## config.mk

```make
export PLATFORM = sky130hd
export DESIGN_NAME = gf3_haar_wavelet_8pt_core
export DESIGN_NICKNAME = d
export VERILOG_FILES = /design/src/hw/rtl/gf3hw_pkg.sv /design/src/hw/rtl/gf3hw_lane.sv /design/src/hw/rtl/gf3hw_merge.sv /design/src/hw/rtl/gf3_haar_wavelet_8pt_core.sv
export SDC_FILE = /design/constraint.sdc
export NUM_CORES = 2
export LEC_CHECK = 0
export BUFFER_PORTS_ARGS = -buffer_cell sky130_fd_sc_hd__buf_2
export CAP_MARGIN = 20
export CORE_AREA = 2 2 404 406
export DETAILED_ROUTE_END_ITERATION = 6
export DIE_AREA = 0 0 406 408
export MAX_ROUTING_LAYER = met4
export SYNTH_ARGS = -nofsm -noshare
export SYNTH_HDL_FRONTEND = slang
export SYNTH_HIERARCHICAL = 1
export SYNTH_SLANG_ARGS = --single-unit
export TNS_END_PERCENT = 5
```

## constraint.sdc

```tcl
create_clock -name i_clk -period 4.7 [get_ports i_clk]
set_clock_uncertainty 0.1 [all_clocks]
set_input_delay 0.235 -clock i_clk [delete_from_list [all_inputs] [get_ports i_clk]]
set_output_delay 0.235 -clock i_clk [all_outputs]
set_load 0.1 [all_outputs]
```

## src/hw/rtl/gf3hw_pkg.sv

```systemverilog
package gf3hw_pkg;

    localparam int NUM_ELEM  = 8;
    localparam int VEC_W     = 64;

    // One trit: y flag means 2, x flag means 1.
    typedef struct packed {
        logic y;
        logic x;
    } t_trit;

    typedef t_trit [NUM_ELEM-1:0] t_trit_vec;

    function automatic t_trit tadd(input t_trit f, input t_trit g);
        logic  sx;
        logic  sy;
        logic  o;
        t_trit r;
        sx  = (f.x ^ g.x) ^ (f.y & g.y);
        sy  = f.y ^ g.y ^ (f.x & g.x);
        o   = sx & sy;
        r.x = sx ^ o;
        r.y = sy ^ o;
        return r;
    endfunction

    function automatic t_trit tneg(input t_trit f);
        t_trit r;
        r.x = f.y;
        r.y = f.x;
        return r;
    endfunction

    function automatic t_trit tsub(input t_trit f, input t_trit g);
        return tadd(f, tneg(g));
    endfunction

endpackage

```

## src/hw/rtl/gf3hw_lane.sv

```systemverilog
module gf3hw_lane (
    input  logic                i_invert,
    input  gf3hw_pkg::t_trit_vec i_vec,
    output gf3hw_pkg::t_trit_vec o_coef
);
    import gf3hw_pkg::*;

    t_trit_vec fwd;
    t_trit_vec inv;
    t_trit     p [4];
    t_trit     pp [2];
    t_trit     q [4];
    t_trit     qq [2];

    // Forward: three butterfly levels, differences kept, sums passed on.
    always_comb begin
        for (int i = 0; i < 4; i++) begin
            p[i]       = tadd(i_vec[2*i], i_vec[2*i+1]);
            fwd[4 + i] = tsub(i_vec[2*i], i_vec[2*i+1]);
        end
        for (int i = 0; i < 2; i++) begin
            pp[i]      = tadd(p[2*i], p[2*i+1]);
            fwd[2 + i] = tsub(p[2*i], p[2*i+1]);
        end
        fwd[0] = tadd(pp[0], pp[1]);
        fwd[1] = tsub(pp[0], pp[1]);
    end

    // Inverse: each pair is rebuilt from sum p and difference m as -(p+m), m-p.
    always_comb begin
        qq[0] = tneg(tadd(i_vec[0], i_vec[1]));
        qq[1] = tsub(i_vec[1], i_vec[0]);
        for (int i = 0; i < 2; i++) begin
            q[2*i]   = tneg(tadd(qq[i], i_vec[2+i]));
            q[2*i+1] = tsub(i_vec[2+i], qq[i]);
        end
        for (int i = 0; i < 4; i++) begin
            inv[2*i]   = tneg(tadd(q[i], i_vec[4+i]));
            inv[2*i+1] = tsub(i_vec[4+i], q[i]);
        end
    end

    assign o_coef = i_invert ? inv : fwd;

endmodule

```

## src/hw/rtl/gf3hw_merge.sv

```systemverilog
module gf3hw_merge #(
    parameter int LANES = 32
) (
    input  logic                                                   i_clk,
    input  logic                                                   i_rst_n,
    input  logic                                                   i_valid,
    output logic                                                   o_ready,
    input  gf3hw_pkg::t_trit_vec [LANES-1:0]                       i_lane_coef,
    output logic                                                   o_valid,
    input  logic                                                   i_ready,
    output logic [gf3hw_pkg::NUM_ELEM-1:0][gf3hw_pkg::VEC_W-1:0]   o_coef
);
    import gf3hw_pkg::*;

    logic [NUM_ELEM-1:0][VEC_W-1:0] n_coef;
    logic [NUM_ELEM-1:0][VEC_W-1:0] r_coef;
    logic                           r_valid;

    // Gather each element's trit from every lane; bits above the lanes stay zero.
    always_comb begin
        n_coef = '0;
        for (int e = 0; e < NUM_ELEM; e++) begin
            for (int l = 0; l < LANES; l++) begin
                n_coef[e][2*l +: 2] = i_lane_coef[l][e];
            end
        end
    end

    assign o_ready = !r_valid || i_ready;

    always_ff @(posedge i_clk) begin
        if (!i_rst_n) begin
            r_valid <= 1'b0;
        end else if (o_ready) begin
            r_valid <= i_valid;
        end
    end

    always_ff @(posedge i_clk) begin
        if (o_ready && i_valid) begin
            r_coef <= n_coef;
        end
    end

    assign o_valid = r_valid;
    assign o_coef  = r_coef;

endmodule

```

## src/hw/rtl/gf3_haar_wavelet_8pt_core.sv

```systemverilog
// Channel   Direction  Handshake           Payload
// input     in         i_valid / o_ready   i_invert, i_vec_0 .. i_vec_7
// result    out        o_valid / i_ready   o_coef_0 .. o_coef_7
//
// One item is taken every cycle unless a result is stalled, and its result
// appears in the next cycle, in the output register of the merge stage.
// Reset (synchronous, active low) clears only the output valid flag.
// When the result is stalled, a new item is still taken in the same cycle
// that the waiting result leaves, one per cycle as long as i_ready is high.
module gf3_haar_wavelet_8pt_core #(
    parameter int LANES = 32
) (
    input  logic        i_clk,
    input  logic        i_rst_n,
    input  logic        i_valid,
    output logic        o_ready,
    input  logic        i_invert,
    input  logic [63:0] i_vec_0,
    input  logic [63:0] i_vec_1,
    input  logic [63:0] i_vec_2,
    input  logic [63:0] i_vec_3,
    input  logic [63:0] i_vec_4,
    input  logic [63:0] i_vec_5,
    input  logic [63:0] i_vec_6,
    input  logic [63:0] i_vec_7,
    output logic        o_valid,
    input  logic        i_ready,
    output logic [63:0] o_coef_0,
    output logic [63:0] o_coef_1,
    output logic [63:0] o_coef_2,
    output logic [63:0] o_coef_3,
    output logic [63:0] o_coef_4,
    output logic [63:0] o_coef_5,
    output logic [63:0] o_coef_6,
    output logic [63:0] o_coef_7
);
    import gf3hw_pkg::*;

    // Bits of each word that carry lanes; everything above reads as zero.
    localparam logic [VEC_W-1:0] LANE_MASK = {VEC_W{1'b1}} >> (VEC_W - 2 * LANES);

    logic [NUM_ELEM-1:0][VEC_W-1:0] in_vec;
    logic [NUM_ELEM-1:0][VEC_W-1:0] out_coef;
    t_trit_vec [LANES-1:0]          lane_in;
    t_trit_vec [LANES-1:0]          lane_out;

    assign in_vec = {i_vec_7, i_vec_6, i_vec_5, i_vec_4,
                     i_vec_3, i_vec_2, i_vec_1, i_vec_0};

    // Each lane is an independent GF(3) transform on one trit position of
    // all eight elements. The lanes are purely combinational, so the whole
    // transform settles in the cycle of the transfer.
    for (genvar l = 0; l < LANES; l++) begin : g_lane
        always_comb begin
            for (int e = 0; e < NUM_ELEM; e++) begin
                lane_in[l][e] = in_vec[e][2*l +: 2];
            end
        end

        gf3hw_lane u_lane (
            .i_invert (i_invert),
            .i_vec    (lane_in[l]),
            .o_coef   (lane_out[l])
        );
    end

    // The merge stage reassembles the lane results into words and registers
    // them; it also owns the handshake on both sides.
    gf3hw_merge #(
        .LANES (LANES)
    ) u_merge (
        .i_clk       (i_clk),
        .i_rst_n     (i_rst_n),
        .i_valid     (i_valid),
        .o_ready     (o_ready),
        .i_lane_coef (lane_out),
        .o_valid     (o_valid),
        .i_ready     (i_ready),
        .o_coef      (out_coef)
    );

    assign o_coef_0 = out_coef[0];
    assign o_coef_1 = out_coef[1];
    assign o_coef_2 = out_coef[2];
    assign o_coef_3 = out_coef[3];
    assign o_coef_4 = out_coef[4];
    assign o_coef_5 = out_coef[5];
    assign o_coef_6 = out_coef[6];
    assign o_coef_7 = out_coef[7];

    // A transfer on the input always produces a pending result next cycle.
    a_xfer_gives_result: assert property (@(posedge i_clk) disable iff (!i_rst_n)
        i_valid && o_ready |=> o_valid)
        else $error("input transfer did not produce a result");

    // A stalled result is never dropped.
    a_stall_keeps_result: assert property (@(posedge i_clk) disable iff (!i_rst_n)
        o_valid && !i_ready |=> o_valid)
        else $error("stalled result was lost");

    // Bits above the lanes are zero on coefficient words 0 and 7 of every pending result.
    a_upper_zero: assert property (@(posedge i_clk) disable iff (!i_rst_n)
        o_valid |-> ((o_coef_0 & ~LANE_MASK) == '0) && ((o_coef_7 & ~LANE_MASK) == '0))
        else $error("result bits above the lanes are not zero");

    // A forward transfer of all-zero elements yields a zero total sum.
    a_zero_sum: assert property (@(posedge i_clk) disable iff (!i_rst_n)
        i_valid && o_ready && !i_invert && (i_vec_0 == '0) && (i_vec_1 == '0)
        && (i_vec_2 == '0) && (i_vec_3 == '0) && (i_vec_4 == '0) && (i_vec_5 == '0)
        && (i_vec_6 == '0) && (i_vec_7 == '0) |=> (o_coef_0 == '0))
        else $error("zero input gave a nonzero total sum");

endmodule

```

## Yosys cells after proc, flatten, opt, wreduce, memory -nomap -nowiden

Index checks and enable logic that the tools add are counted.

| storage, ports and cells | value |
|---|---|
| register bits after elaboration | 513 |
| input bits | 517 |
| output and inout bits | 514 |
| logic and storage cells | 7532 |

| cells by class | value |
|---|---|
| mux-type cells | 32 |
| bitwise operators | 7488 |
| reduce and logical (&&, ||, !) cells | 3 |

Operators by type and width:

| cell | number |
|---|---|
| 1-bit bitwise XOR | 4992 |
| 1-bit AND | 2496 |
| 16-bit two-way mux | 32 |
| 1-bit logical AND | 1 |
| 1-bit logical NOT | 1 |
| 1-bit logical OR | 1 |

## Longest topological paths before layout

| logic depth | value |
|---|---|
| word-level depth | 13 |
| mapped depth | 10 |
| mapped depth without buffers | 10 |

## By module

The synthesis kept the hierarchy.

Modules (own cells, without submodules):

| module | times used | cells an instance | area each (sq um) | sequential area each (sq um) |
|---|---|---|---|---|
| gf3hw_lane | 32 | 166 | 1498.9 | 0.0 |
| gf3hw_merge | 1 | 517 | 15432.3 | 15394.8 |

## Worst setup path after synthesis

OpenSTA, ideal clock, no wires.

| path | value |
|---|---|
| kind | reg2reg |
| start | register u_merge.r_valid, in the netlist u_merge/o_valid |
| end | register u_merge.r_coef, in the netlist u_merge/o_coef[0], enable pin |
| library setup time | 0.528 ns |
| arrival time | 4.650 ns |
| required time | 4.072 ns |
| setup slack | -0.578 ns |
| stages on the path, launching flop included | 3 |
| path buffers | 0 |
| period minus slack after synthesis | 5.278 ns |
| path through | dfxtp_1 > nand2b_4 > and2_4 |

| between the ends | value |
|---|---|
| word-level cells in the longest chain between the ends | 3 |

Ends and longest elaborated chain:

| element | line | text |
|---|---|---|
| from (decl) | gf3hw_merge.sv:17 | `logic r_valid;` |
| from (signal assigned) | gf3hw_merge.sv:35 | `r_valid <= i_valid;` |
| 1-bit logical NOT | gf3hw_merge.sv:29 | `assign o_ready = !r_valid \|\| i_ready;` |
| 1-bit logical OR | gf3hw_merge.sv:29 |  |
| via o_ready | gf3_haar_wavelet_8pt_core.sv:16 | `output logic o_ready,` |
| 1-bit logical AND | gf3hw_merge.sv:40 | `if (o_ready && i_valid) begin` |
| to (signal assigned) | gf3hw_merge.sv:41 | `r_coef <= n_coef;` |
| to (decl) | gf3hw_merge.sv:16 | `logic [NUM_ELEM-1:0][VEC_W-1:0] r_coef;` |

The timed path passes the listed nets, and every way through them passes these cells.
A chain may end at the register's enable or synchronous reset.

==> flow_summary.yaml <==
outcome:
  outcome: "finished clean"
critical_path:
  path_max_fanout: 4
  crit_required_ps: 5060
  worstSetupPathType: "input pin to flip-flop"
  worst_setup_path_start_kind: "input pin"
  endpoint_kind: "flip-flop"
  arrival_ps: 3070
flow_run:
  max_cap_violations: 0
clock_network:
  cts_root_buf: "clkbuf_16"
  post_cts_resized: 0
  clk_transition_reported_paths_ps: 60
  cts_num_sinks: 513
  post_cts_buffers: 0
  cts_buffer_depth: 3
  htree_levels: 3
  cts_tree: "done"
  clk_latency_ps: 640
  cts_made_buffers: 74
pwr:
  p_leak_nw: 34.75
  p_sw_mw: 19.24
  p_sw_frac: 0.5248
  ir_drop_uv: 454.4
  power.share.sequential: 0.195
  cell_internal_pwr_mw: 17.42
  combPwrFrac: 0.651
  power_density_mw_per_mm2: 502.5
  clockPowerShare: 0.154
route:
  drt.antenna.violating_nets: 0
  finalWirelength_um: 175600
  vias: 47270
  initialDrtViolationCount: 1821
  routedWlPerCell_um: 19.15
  first_pass_iters: 7
  drc: 0
  viasPerCell: 5.154
timing:
  grt_setup_unrepaired: "no"
  post-route-period-util: 0.5764
  fmax_ghz: 0.3692
  fin_tns_setup_ps: 0
  finalSetupViolations: 0
  drv_slew: 0
  period_minus_slack_ps: 2709
  worst_slew_pin_slew_ps: 911.1
  finalHoldViolCount: 0
  setup_ws_ps: 1991
  timing.hold.ws_ps: 86.52
  slew_headroom: 0.3926
floorplan:
  chipWidth_um: 406
  die_h_um: 408
  num_io_pins: 1031
  coreArea_sq_mm: 0.1617
  num_rows: 148
  start_util: 0.3922
  die-area_sq_mm: 0.1656
grt:
  grt_pass1_wl_um: 269000
  grt_pass1_vias: 47990
  overflow: 0
  grtUsageTotal: 0.2135
  grt_max_degree: 96
  antenna_found_initial: 73
yosys:
  synth-seq-area-share: 0.2428
  syn_inst: 5829
  yosysWarnings: 6
  ys_ff_latch: 513
  synth_nets: 8010
  synth_cell_types: 20
  syn_avg_cell_area_sq_um: 10.88
  synthesis.area_sq_mm: 0.06340
place:
  placedCellCount: 8974
  gp_congestion: 0.9034
  dp.final_hpwl_um: 148800
  place_ws_ps: 1298
  numPortBuffers: 1030
cells_and_area:
  mostFrequentLayoutCells: "ha_1, buf_2, xor2_1, xnor2_1, edfxtp_1"
  layout_commonest_cell: "ha_1"
  drive_above_1_share: 0.1925
  fin_util: 0.4514
  final_cells: 9172
  nNetsFinal: 9060
  synthToLayoutAreaGrowth_pct: 15.10
min_path:
  worstHoldPathType: "input pin to flip-flop"
[synth_stat cells, drive strengths merged]
cell / instances / share of area
xnor2: 832 / 0.11
dfxtp: 1 / 0.00032
clkbuf: 32 / 0.0069
o31ai: 480 / 0.062
inv: 33 / 0.0045
edfxtp: 512 / 0.24
nor2: 416 / 0.025
and2: 417 / 0.042
nand3: 480 / 0.038
a21o: 32 / 0.0044
buf: 64 / 0.013
ha: 1664 / 0.33
nor3: 32 / 0.0025
nand2b: 1 / 0.00022
xor2: 832 / 0.11
a21boi: 1 / 0.00018
[cell type report]
| class | count | area (sq um) |
|---|---|---|
| diodes | 61 | 152.6 |
| clock buffers | 89 | 1972 |
| clock inverters | 44 | 419.2 |
| fillers | 15420 | 88690 |
| inverters | 33 | 284.0 |
| multi-input cells | 5187 | 46440 |
| flip-flops and latches | 513 | 15400 |
| well taps | 2175 | 2721 |
| repair buffers | 1070 | 5588 |
[power groups by stage]
stage          sequential (mW)  combinational [mW]  clock (mW)
6_report                  7.15                23.9        5.66
5_1_grt                   7.26                26.0        5.99
4_1_cts                   7.18                24.0        5.86
3_5_place_dp              7.25                23.9           0
3_3_place_gp              7.24                23.4           0
2_1_floorplan             14.6                12.1           0
[registers in the layout (all words and copies together), names as in the netlist]
register,count
u_merge/o_coef,512
u_merge/o_valid,1
[worst paths after layout]
check / slack [ps] / startpoint / cells after the start / endpoint
setup reg to reg: 2490 / u_merge/o_valid$_SDFFE_PN0P_ / 4 / u_merge/o_coef[60]$_DFFE_PP_
setup / recovery: 1990 / i_vec_1[22] / 11 / u_merge/o_coef[214]$_DFFE_PP_
hold reg to reg: 910 / u_merge/o_valid$_SDFFE_PN0P_ / 2 / u_merge/o_coef[378]$_DFFE_PP_
hold / removal: 90 / i_vec_1[23] / 4 / u_merge/o_coef[279]$_DFFE_PP_
[through the flow]
| step | area [sq um] | power [mW] |
|---|---|---|
| after floorplan | 63400 | 26.65 |
| after global placement | 70390 | 30.61 |
| after detailed placement | 70390 | 31.14 |
| after CTS | 72820 | 37.07 |
| after global routing | 72970 | 39.24 |
| final | 72970 | 36.67 |
[cells by family (layout without fill, tap and decap cells)]
family / Yosys count / in the layout / synth area share
AOI/OAI and AO/OA: 513 / 513 / 0.06649
DFF: 513 / 513 / 0.2428
and+or+nand+nor: 1346 / 1346 / 0.1077
adders and majority gates: 1664 / 1664 / 0.3284
buffers and inverters: 129 / 1236 / 0.02469
other: 0 / 61 / 0
xor gates and xnor gates: 1664 / 1664 / 0.2299
[layer usage]
metal | global-route usage | wire, um | vias to the layer above | share of wire
li1 | - | - | 23470 | -
met1 | 0.2412 | 71580 | 22490 | 0.41
met2 | 0.3578 | 85040 | 1032 | 0.48
met3 | 0.05049 | 11850 | 278 | 0.067
met4 | 0.09306 | 7146 | 0 | 0.041
met5 | - | 0 | - | 0
[worst max-delay path: stages]
cell,delay (ps)
dlygate4sd3_1,530
buf_2,140
ha_1,290
xor2_1,290
and2_1,220
ha_1,250
xnor2_1,190
and2_1,180
ha_1,240
xnor2_1,140
o31ai_1,350
[what timing repair did]
| item | 4_1_cts | 5_1_grt |
|---|---|---|
| setup endpoints to repair | 0 | 0 |
| hold buffers | 4 | 0 |
| hold endpoints to repair | 3 | 0 |
(Power assumes the default switching activity.)
